===== src/rtl/mbtcp_pkg.sv =====
// Shared types, constants and codes for the Modbus TCP response matcher.
// No dependencies; compiled first.
`timescale 1ns / 1ps
`default_nettype none

package mbtcp_pkg;

  localparam int TABLE_DEPTH = 16;
  localparam int DEPTH_W     = (TABLE_DEPTH > 1) ? $clog2(TABLE_DEPTH) : 1;
  localparam int CFG_W       = 5;
  localparam int SLOT_W      = 4;
  localparam int ENTRY_W     = 56;

  localparam logic [CFG_W-1:0] RING_RESET = CFG_W'(16);

  localparam logic [1:0] CMD_RECORD   = 2'd0;
  localparam logic [1:0] CMD_CHECK    = 2'd1;
  localparam logic [1:0] CMD_ALLOCATE = 2'd2;

  localparam logic [7:0]  MAX_READ_FC = 8'h04;
  localparam logic [15:0] ID_MAX      = 16'hFFFF;

  typedef enum logic [3:0] {
    ST_ACCEPT   = 4'd0,
    ST_RECORDED = 4'd1,
    ST_ISSUED   = 4'd2,
    ST_NOMATCH  = 4'd3,
    ST_PROTO    = 4'd4,
    ST_NOTREAD  = 4'd5,
    ST_LENGTH   = 4'd6,
    ST_FUNC     = 4'd7,
    ST_COUNT    = 4'd8
  } status_t;

  typedef struct packed {
    logic [15:0] id;
    logic [7:0]  fc;
    logic [15:0] start;
    logic [15:0] qty;
  } entry_t;

endpackage

`default_nettype wire


===== src/rtl/mbtcp_if.sv =====
// Valid/ready channel interfaces: request items in, result items out.
// No dependencies.
`timescale 1ns / 1ps
`default_nettype none

interface mbtcp_req_if;
  logic        valid;
  logic        ready;
  logic [1:0]  command;
  logic [15:0] transaction_id;
  logic [15:0] protocol_id;
  logic [15:0] length_field;
  logic [7:0]  function_code;
  logic [7:0]  byte_count;
  logic [15:0] start_address;
  logic [15:0] quantity;

  modport source (output valid, command, transaction_id, protocol_id, length_field,
                  function_code, byte_count, start_address, quantity, input ready);
  modport sink (input valid, command, transaction_id, protocol_id, length_field,
                function_code, byte_count, start_address, quantity, output ready);
endinterface

interface mbtcp_rsp_if;
  logic        valid;
  logic        ready;
  logic [3:0]  status;
  logic [3:0]  slot;
  logic [7:0]  matched_function;
  logic [15:0] matched_start;
  logic [15:0] matched_quantity;
  logic [15:0] new_transaction_id;

  modport source (output valid, status, slot, matched_function, matched_start,
                  matched_quantity, new_transaction_id, input ready);
  modport sink (input valid, status, slot, matched_function, matched_start,
                matched_quantity, new_transaction_id, output ready);
endinterface

`default_nettype wire


===== src/rtl/mbtcp_ram.sv =====
// Generic simple dual-port RAM: one write port, one registered read port.
// No dependencies.
`timescale 1ns / 1ps
`default_nettype none

module mbtcp_ram #(
  parameter int WIDTH = 8,
  parameter int DEPTH = 16
) (
  input  wire logic                                        clk,
  input  wire logic                                        we,
  input  wire logic [((DEPTH > 1) ? $clog2(DEPTH) : 1)-1:0] waddr,
  input  wire logic [WIDTH-1:0]                            wdata,
  input  wire logic [((DEPTH > 1) ? $clog2(DEPTH) : 1)-1:0] raddr,
  output logic      [WIDTH-1:0]                            rdata
);

  logic [WIDTH-1:0] mem [DEPTH];

  always_ff @(posedge clk) begin
    if (we) begin
      mem[waddr] <= wdata;
    end
    rdata <= mem[raddr];
  end

endmodule

`default_nettype wire


===== src/rtl/modbus_tcp_response_matcher.sv =====
// Top level: Modbus TCP client transaction matcher with table scan sequencer.
// Depends on mbtcp_pkg, mbtcp_if and mbtcp_ram.
//
//   channel  dir  handshake           payload
//   req      in   valid/ready         command, ids, header, request fields
//   rsp      out  valid/ready         status, slot, matched fields, new id
//   cfg      in   cfg_wr_en           cfg_wr_data = entries_in_use
//
// Record and allocate pass through the done state before the next accept.
// Check scans the ring through the table RAM's registered read port, one
// slot per cycle, until a slot matches or the last slot of the ring is read.
// Reset is synchronous and clears valid marks, pointer and counter.
// Requests are taken only when idle; a held result stalls acceptance.
`timescale 1ns / 1ps
`default_nettype none

module modbus_tcp_response_matcher (
  input  wire logic                      clk,
  input  wire logic                      rst,
  mbtcp_req_if.sink                      req,
  mbtcp_rsp_if.source                    rsp,
  input  wire logic                      cfg_wr_en,
  input  wire logic [mbtcp_pkg::CFG_W-1:0] cfg_wr_data
);
  import mbtcp_pkg::*;

  typedef enum logic [1:0] {S_IDLE, S_SCAN, S_EVAL, S_DONE} state_t;

  state_t                 state;
  logic [CFG_W-1:0]       entries_in_use;
  logic [CFG_W-1:0]       ring_n;
  logic [TABLE_DEPTH-1:0] entry_valid;
  logic [DEPTH_W:0]       write_pointer;
  logic [DEPTH_W:0]       wp_eff;
  logic [15:0]            transaction_counter;
  logic [15:0]            counter_next;

  logic [15:0] q_tid, q_pid, q_len;
  logic [7:0]  q_fc, q_bc;

  logic [DEPTH_W:0]   scan_idx;
  logic [DEPTH_W-1:0] cmp_idx;
  logic               primed;
  entry_t             rd_entry;
  entry_t             hit_entry;
  logic               hit, last;

  status_t     res_status;
  logic [3:0]  res_slot;
  logic [7:0]  res_fc;
  logic [15:0] res_start, res_qty, res_newid;

  logic        out_valid;
  status_t     out_status;
  logic [3:0]  out_slot;
  logic [7:0]  out_fc;
  logic [15:0] out_start, out_qty, out_newid;

  logic        accept;
  logic        table_we;
  entry_t      wr_entry;
  logic [16:0] need, bc_plus3;
  status_t     eval_status;

  assign ring_n = (entries_in_use == '0) ? CFG_W'(1) :
                  (entries_in_use > CFG_W'(TABLE_DEPTH)) ? CFG_W'(TABLE_DEPTH) :
                  entries_in_use;

  assign wp_eff = (write_pointer >= (DEPTH_W+1)'(ring_n)) ? '0 : write_pointer;
  assign counter_next = (transaction_counter == ID_MAX) ? 16'd1 :
                        transaction_counter + 16'd1;

  assign req.ready = (state == S_IDLE);
  assign accept    = req.valid && req.ready;
  assign table_we  = accept && (req.command == CMD_RECORD);
  assign wr_entry  = '{id: req.transaction_id, fc: req.function_code,
                       start: req.start_address, qty: req.quantity};

  mbtcp_ram #(
    .WIDTH (ENTRY_W),
    .DEPTH (TABLE_DEPTH)
  ) u_table (
    .clk   (clk),
    .we    (table_we),
    .waddr (wp_eff[DEPTH_W-1:0]),
    .wdata (wr_entry),
    .raddr (scan_idx[DEPTH_W-1:0]),
    .rdata (rd_entry)
  );

  // id compare on the slot read last cycle
  assign hit  = primed && entry_valid[cmp_idx] && (rd_entry.id == q_tid);
  assign last = primed && ((CFG_W'(cmp_idx) + CFG_W'(1)) == ring_n);

  always_comb begin
    if (hit_entry.fc <= 8'd2) begin
      need = (17'(hit_entry.qty) + 17'd7) >> 3;
    end else begin
      need = {hit_entry.qty, 1'b0};
    end
    bc_plus3 = 17'(q_bc) + 17'd3;
    priority if (q_pid != 16'd0) begin
      eval_status = ST_PROTO;
    end else if (q_fc < 8'd1 || q_fc > MAX_READ_FC) begin
      eval_status = ST_NOTREAD;
    end else if (17'(q_len) != bc_plus3) begin
      eval_status = ST_LENGTH;
    end else if (q_fc != hit_entry.fc) begin
      eval_status = ST_FUNC;
    end else if (need != 17'(q_bc)) begin
      eval_status = ST_COUNT;
    end else begin
      eval_status = ST_ACCEPT;
    end
  end

  always_ff @(posedge clk) begin
    if (rst) begin
      state               <= S_IDLE;
      entries_in_use      <= RING_RESET;
      entry_valid         <= '0;
      write_pointer       <= '0;
      transaction_counter <= '0;
      primed              <= 1'b0;
      scan_idx            <= '0;
      out_valid           <= 1'b0;
    end else begin
      if (cfg_wr_en) begin
        entries_in_use <= cfg_wr_data;
      end
      // in the done state the output register is either reloaded or left held
      if (rsp.valid && rsp.ready && state != S_DONE) begin
        out_valid <= 1'b0;
      end
      unique case (state)
        S_IDLE: begin
          if (accept) begin
            q_tid      <= req.transaction_id;
            q_pid      <= req.protocol_id;
            q_len      <= req.length_field;
            q_fc       <= req.function_code;
            q_bc       <= req.byte_count;
            res_slot   <= '0;
            res_fc     <= '0;
            res_start  <= '0;
            res_qty    <= '0;
            res_newid  <= '0;
            scan_idx   <= '0;
            primed     <= 1'b0;
            unique case (req.command)
              CMD_RECORD: begin
                entry_valid[wp_eff[DEPTH_W-1:0]] <= 1'b1;
                write_pointer <= wp_eff + (DEPTH_W+1)'(1);
                res_status    <= ST_RECORDED;
                res_slot      <= SLOT_W'(wp_eff);
                state         <= S_DONE;
              end
              CMD_ALLOCATE: begin
                transaction_counter <= counter_next;
                res_status          <= ST_ISSUED;
                res_newid           <= counter_next;
                state               <= S_DONE;
              end
              CMD_CHECK: begin
                state <= S_SCAN;
              end
              default: begin
                state <= S_IDLE;
              end
            endcase
          end
        end
        S_SCAN: begin
          if (hit) begin
            hit_entry <= rd_entry;
            res_slot  <= SLOT_W'(cmp_idx);
            state     <= S_EVAL;
          end else if (last) begin
            res_status <= ST_NOMATCH;
            state      <= S_DONE;
          end else begin
            cmp_idx  <= scan_idx[DEPTH_W-1:0];
            primed   <= 1'b1;
            scan_idx <= scan_idx + (DEPTH_W+1)'(1);
          end
        end
        S_EVAL: begin
          res_status <= eval_status;
          res_fc     <= hit_entry.fc;
          res_start  <= hit_entry.start;
          res_qty    <= hit_entry.qty;
          state      <= S_DONE;
        end
        S_DONE: begin
          if (!out_valid || rsp.ready) begin
            out_valid  <= 1'b1;
            out_status <= res_status;
            out_slot   <= res_slot;
            out_fc     <= res_fc;
            out_start  <= res_start;
            out_qty    <= res_qty;
            out_newid  <= res_newid;
            state      <= S_IDLE;
          end
        end
        default: begin
          state <= S_IDLE;
        end
      endcase
    end
  end

  assign rsp.valid              = out_valid;
  assign rsp.status             = out_status;
  assign rsp.slot               = out_slot;
  assign rsp.matched_function   = out_fc;
  assign rsp.matched_start      = out_start;
  assign rsp.matched_quantity   = out_qty;
  assign rsp.new_transaction_id = out_newid;

  a_reset_clears_valid: assert property (@(posedge clk)
    rst |=> (entry_valid == '0))
    else $error("valid marks not cleared by reset");

  a_issued_id_nonzero: assert property (@(posedge clk) disable iff (rst)
    (rsp.valid && rsp.status == ST_ISSUED) |-> (rsp.new_transaction_id != 16'd0))
    else $error("allocate issued id zero");

  a_no_match_fields_clear: assert property (@(posedge clk) disable iff (rst)
    (rsp.valid && (rsp.status == ST_NOMATCH || rsp.status == ST_RECORDED ||
                   rsp.status == ST_ISSUED))
    |-> (rsp.matched_function == 8'd0 && rsp.matched_quantity == 16'd0))
    else $error("matched fields set without a match");

  a_hit_slot_in_ring: assert property (@(posedge clk) disable iff (rst)
    (state == S_SCAN && hit) |=> (CFG_W'(res_slot) < ring_n))
    else $error("match outside ring");

endmodule

`default_nettype wire


===== src/flat_wrapper.sv =====
// flat-port wrapper written by rule: the top's interface ports become plain ports
module modbus_tcp_response_matcher_flat import mbtcp_pkg::*;
  (clk, rst, cfg_wr_en, cfg_wr_data, req_valid, req_command, req_transaction_id, req_protocol_id, req_length_field, req_function_code, req_byte_count, req_start_address, req_quantity, req_ready, rsp_valid, rsp_status, rsp_slot, rsp_matched_function, rsp_matched_start, rsp_matched_quantity, rsp_new_transaction_id, rsp_ready);
  mbtcp_req_if req_i ();
  mbtcp_rsp_if rsp_i ();
  input  wire logic clk;
  input  wire logic rst;
  input  wire logic cfg_wr_en;
  input  wire logic [mbtcp_pkg::CFG_W-1:0] cfg_wr_data;
  input wire logic [$bits(req_i.valid)-1:0] req_valid;
  input wire logic [$bits(req_i.command)-1:0] req_command;
  input wire logic [$bits(req_i.transaction_id)-1:0] req_transaction_id;
  input wire logic [$bits(req_i.protocol_id)-1:0] req_protocol_id;
  input wire logic [$bits(req_i.length_field)-1:0] req_length_field;
  input wire logic [$bits(req_i.function_code)-1:0] req_function_code;
  input wire logic [$bits(req_i.byte_count)-1:0] req_byte_count;
  input wire logic [$bits(req_i.start_address)-1:0] req_start_address;
  input wire logic [$bits(req_i.quantity)-1:0] req_quantity;
  output wire logic [$bits(req_i.ready)-1:0] req_ready;
  output wire logic [$bits(rsp_i.valid)-1:0] rsp_valid;
  output wire logic [$bits(rsp_i.status)-1:0] rsp_status;
  output wire logic [$bits(rsp_i.slot)-1:0] rsp_slot;
  output wire logic [$bits(rsp_i.matched_function)-1:0] rsp_matched_function;
  output wire logic [$bits(rsp_i.matched_start)-1:0] rsp_matched_start;
  output wire logic [$bits(rsp_i.matched_quantity)-1:0] rsp_matched_quantity;
  output wire logic [$bits(rsp_i.new_transaction_id)-1:0] rsp_new_transaction_id;
  input wire logic [$bits(rsp_i.ready)-1:0] rsp_ready;
  assign req_i.valid = req_valid;
  assign req_i.command = req_command;
  assign req_i.transaction_id = req_transaction_id;
  assign req_i.protocol_id = req_protocol_id;
  assign req_i.length_field = req_length_field;
  assign req_i.function_code = req_function_code;
  assign req_i.byte_count = req_byte_count;
  assign req_i.start_address = req_start_address;
  assign req_i.quantity = req_quantity;
  assign req_ready = req_i.ready;
  assign rsp_valid = rsp_i.valid;
  assign rsp_status = rsp_i.status;
  assign rsp_slot = rsp_i.slot;
  assign rsp_matched_function = rsp_i.matched_function;
  assign rsp_matched_start = rsp_i.matched_start;
  assign rsp_matched_quantity = rsp_i.matched_quantity;
  assign rsp_new_transaction_id = rsp_i.new_transaction_id;
  assign rsp_i.ready = rsp_ready;
  modbus_tcp_response_matcher u_core (.clk(clk), .rst(rst), .req(req_i), .rsp(rsp_i), .cfg_wr_en(cfg_wr_en), .cfg_wr_data(cfg_wr_data));
endmodule

===== config.mk =====
export PLATFORM = sky130hd
export DESIGN_NAME = modbus_tcp_response_matcher_flat
export DESIGN_NICKNAME = d
export VERILOG_FILES = /design/src/rtl/mbtcp_pkg.sv /design/src/rtl/mbtcp_if.sv /design/src/rtl/mbtcp_ram.sv /design/src/rtl/modbus_tcp_response_matcher.sv /design/src/flat_wrapper.sv
export SDC_FILE = /design/constraint.sdc
export NUM_CORES = 1
export LEC_CHECK = 0
export BUFFER_PORTS_ARGS = -buffer_cell sky130_fd_sc_hd__buf_2
export CORE_MARGIN = 2
export CORE_UTILIZATION = 45
export DETAILED_ROUTE_END_ITERATION = 10
export GPL_TIMING_DRIVEN = 0
export PLACE_DENSITY = 0.65
export SKIP_LAST_GASP = 1
export SLEW_MARGIN = 25
export SYNTH_ARGS = -nofsm -noshare
export SYNTH_HDL_FRONTEND = slang
export SYNTH_SLANG_ARGS = --single-unit

===== constraint.sdc =====
create_clock -name clk -period 18.5 [get_ports clk]
set_input_delay 2.775 -clock clk [delete_from_list [all_inputs] [get_ports clk]]
set_output_delay 2.775 -clock clk [all_outputs]
set_load 0.005 [all_outputs]

==> results.toml <==
[status]
status = "complete, no violations"

[sta]
fin_setup_tns_ns = 0
maxSlewViolCount = 0
timing.fmax_ghz = 0.1893
worstMarginPinSlew_ns = 1.021
setup_viol = 0
fin_skew_ns = 0.01957
hold_violations = 0
relSlewSlack_pct = 31.90
period_minus_slack_ns = 5.283
grt_setup_unrepaired = "no"
finalCritPeriodShare_pct = 28.56

[synth]
synthAdderAreaFrac_pct = 0.4609
synth-async-reset-ratio_pct = 0
synthMuxAreaShare_pct = 14.09
synth_compound_area_share_pct = 1.643
ys_top_cells_by_area = "edfxtp_1 74%, mux4_2 14%, dfxtp_1 4.6%"
yosysSeqAreaShare_pct = 78.26
ys_warn_count = 0
syn_area_per_cell_um2 = 21.56
synth-xor-area-share_pct = 1.415
synth_top_family_by_area = "multiplexers"
synth_area_um2 = 46150
synth_ff_type = "edfxtp_1"
ys_seq_elements = 1238
synth_most_common_cell = "edfxtp_1"
synth_common_cells = "1,132 x edfxtp_1, 280 x mux4_2, 106 x dfxtp_1, 68 x nor2_1, 63 x clkbuf_1"
synth_area_leader_cell = "edfxtp_1"
syn_inst = 2140
syn_nets = 2265
yosysUniqueCellTypes = 60
synth-edff-count = 1132
synthSimpleGateAreaFrac_pct = 3.086
synth.top_cell.area_share_pct = 73.66

[floorplanning]
die_w_um = 324.2
boundaryPins = 174
num_rows = 117
dieHeight_um = 324.2
core_um2 = 101700
die_area_um2 = 105100
start_util_pct = 45.36

[power_and_ir_drop]
p_leak_nw = 17.09
peakVddDrop_uv = 82.63
p_total_mw = 6.044
power_density_nw_per_um2 = 111.9

[detailed_routing]
drtPass1Iterations = 5
drc = 0
drt_iter0_markers = 2332
wire_per_inst_um = 25.84
ant_nets = 0
vias = 22170
finalWirelength_um = 103000
viasPerCell = 5.565

[cells_and_area]
regMostFlops = "u_core.u_table.mem"
drive_above_1_share_pct = 29.24
syn2layout_area_growth_pct = 17.00
top_regs = "u_core.u_table.mem x896, u_core.u_table.rdata x56, u_core.hit_entry x40"
fillers = 7709
fin_cells = 3984
largest_reg_flops = 896
fin_nets = 2643

[clock_network]
cts_tree = "yes"
numCtsBuffers = 115
ctsResizeCount = 0
root_buffer = "clkbuf_16"
post_cts_buffers = 0
cts.sink_count = 1238
clock_path_buffers = 3
htreeDepth = 3
holdBufCountCts = 0
clock_latency_ns = 0.68
clk_pin_slew_ns = 0.06

[place]
place_congestion = 0.8774
dpl.hpwl_um = 68480
port_buffers = 171
dp_cells = 3769

[grt]
antenna_found_initial = 17
grt_max_degree = 47
grtUsageTotal_pct = 19.70
grt_pass1_wl_um = 149900
gr-total-overflow = 0
grt_pass1_vias = 23060

[setup_path]
crit_type = "in -> reg"
cp-startpoint = "req_valid"
r2r-end = "u_core.u_table.mem[5][8]"
rr_worst_depth = 19
start_kind = "input port"
critPathCaptureType = "flop"
reg2reg_slack_ns = 13.62
reg2reg_from = "u_core.entries_in_use[2]"
path_max_fanout = 10
worstPathArrival_ns = 5.66
required_ns = 18.88

[job]
cap_violations = 0

[worst_hold_path]
hold_path.class = "reg -> reg"
hold_path_depth = 0
hold_start = "u_core.u_table.rdata[31]"
whs_endpoint = "u_core.hit_entry[31]"
[layout make-up]
class	instances	area [um2]	share of cell area (%)
inverters	31	137.6	0.2549
clock inverters	43	385.4	0.7138
plain buffers	92	394.1	0.7300
repair buffers	261	2301	4.262
well taps	1368	1712	3.170
clock buffers	169	3273	6.063
flip-flops and latches	1238	36110	66.89
diodes	3	7.507	0.01391
multi-input cells	779	9663	17.90
[worst max-delay path, stage by stage]
cell      delay [ns]
buf_2           0.14
nand2_1         0.25
nor3_1          0.31
clkbuf_1        0.35
nand2_1         0.26
nor3_2          0.54
buf_4           0.30
buf_6           0.16
buf_6           0.15
buf_4           0.20
buf_4           0.21
[power by group]
part	internal, mW	total (mW)	switching [mW]
registers	3.16	3.20	0.0357
logic	0.252	0.558	0.306
clock network	1.30	2.29	0.981
[through the flow]
stage          setup WS [ns]  area, um2  util [%]  hold slack (ns)
5_1_grt                13.08      53990     53.06           0.4095
3_3_place_gp           4.583      48710     47.88           0.3858
4_1_cts                13.26      53980     53.05           0.4041
3_5_place_dp           12.55      50320     49.46           0.3896
6_report               13.22      53990     53.06           0.4017
2_1_floorplan          10.06      46150         -           0.3855
[routing by layer]
layer / GRT usage [%] / vias up / routed length, um
met1: 25.71 / 11620 / 41690
met5: 0 / - / 153
met4: 6.163 / 24 / 2736
li1: - / 9561 / -
met2: 33.90 / 754 / 51820
met3: 3.356 / 209 / 6559
[cell usage in the layout (no fill, tap or decap), drive strengths merged, types with 6 or more instances in the layout]
cell type / synthesis / final
mux4: 284 / 284
dfxtp: 106 / 106
clkinv: 1 / 34
xor2: 35 / 35
nor4: 15 / 15
ha: 17 / 17
a211oi: 6 / 6
and2: 45 / 45
or3: 11 / 11
nand2: 50 / 50
clkbuf: 63 / 234
edfxtp: 1132 / 1132
nor2: 68 / 68
nand3: 24 / 24
mux2i: 8 / 8
xnor2: 37 / 37
bufinv: 0 / 6
nand4: 9 / 9
a21oi: 34 / 34
o21ai: 29 / 29
a21o: 8 / 8
o21a: 8 / 8
inv: 30 / 32
nor3: 22 / 22
buf: 29 / 288
and3: 7 / 7
[worst max path at each step]
stage / endpoint / slack, ns / cells after the start
final: u_core.u_table.mem[5][8] / 13.22 / 11
after global routing: u_core.u_table.mem[5][17] / 13.08 / 11
after CTS: u_core.u_table.mem[5][17] / 13.26 / 11
after detailed placement: u_core.u_table.mem[5][18] / 12.55 / 11
after global placement: u_core.u_table.mem[4][22] / 4.58 / 6
after floorplan: u_core.rsp.matched_function[0] / 10.06 / 3
[cells by family after synthesis]
group	Yosys count
AO/OA/AOI/OAI	118
adder cells (fa/ha/maj)	17
XOR/XNOR	73
AND/OR/NAND/NOR	278
multiplexers	293
buffers and inverters	123
flip-flops	1238
Note: power is estimated with default switching activity, not from simulation.
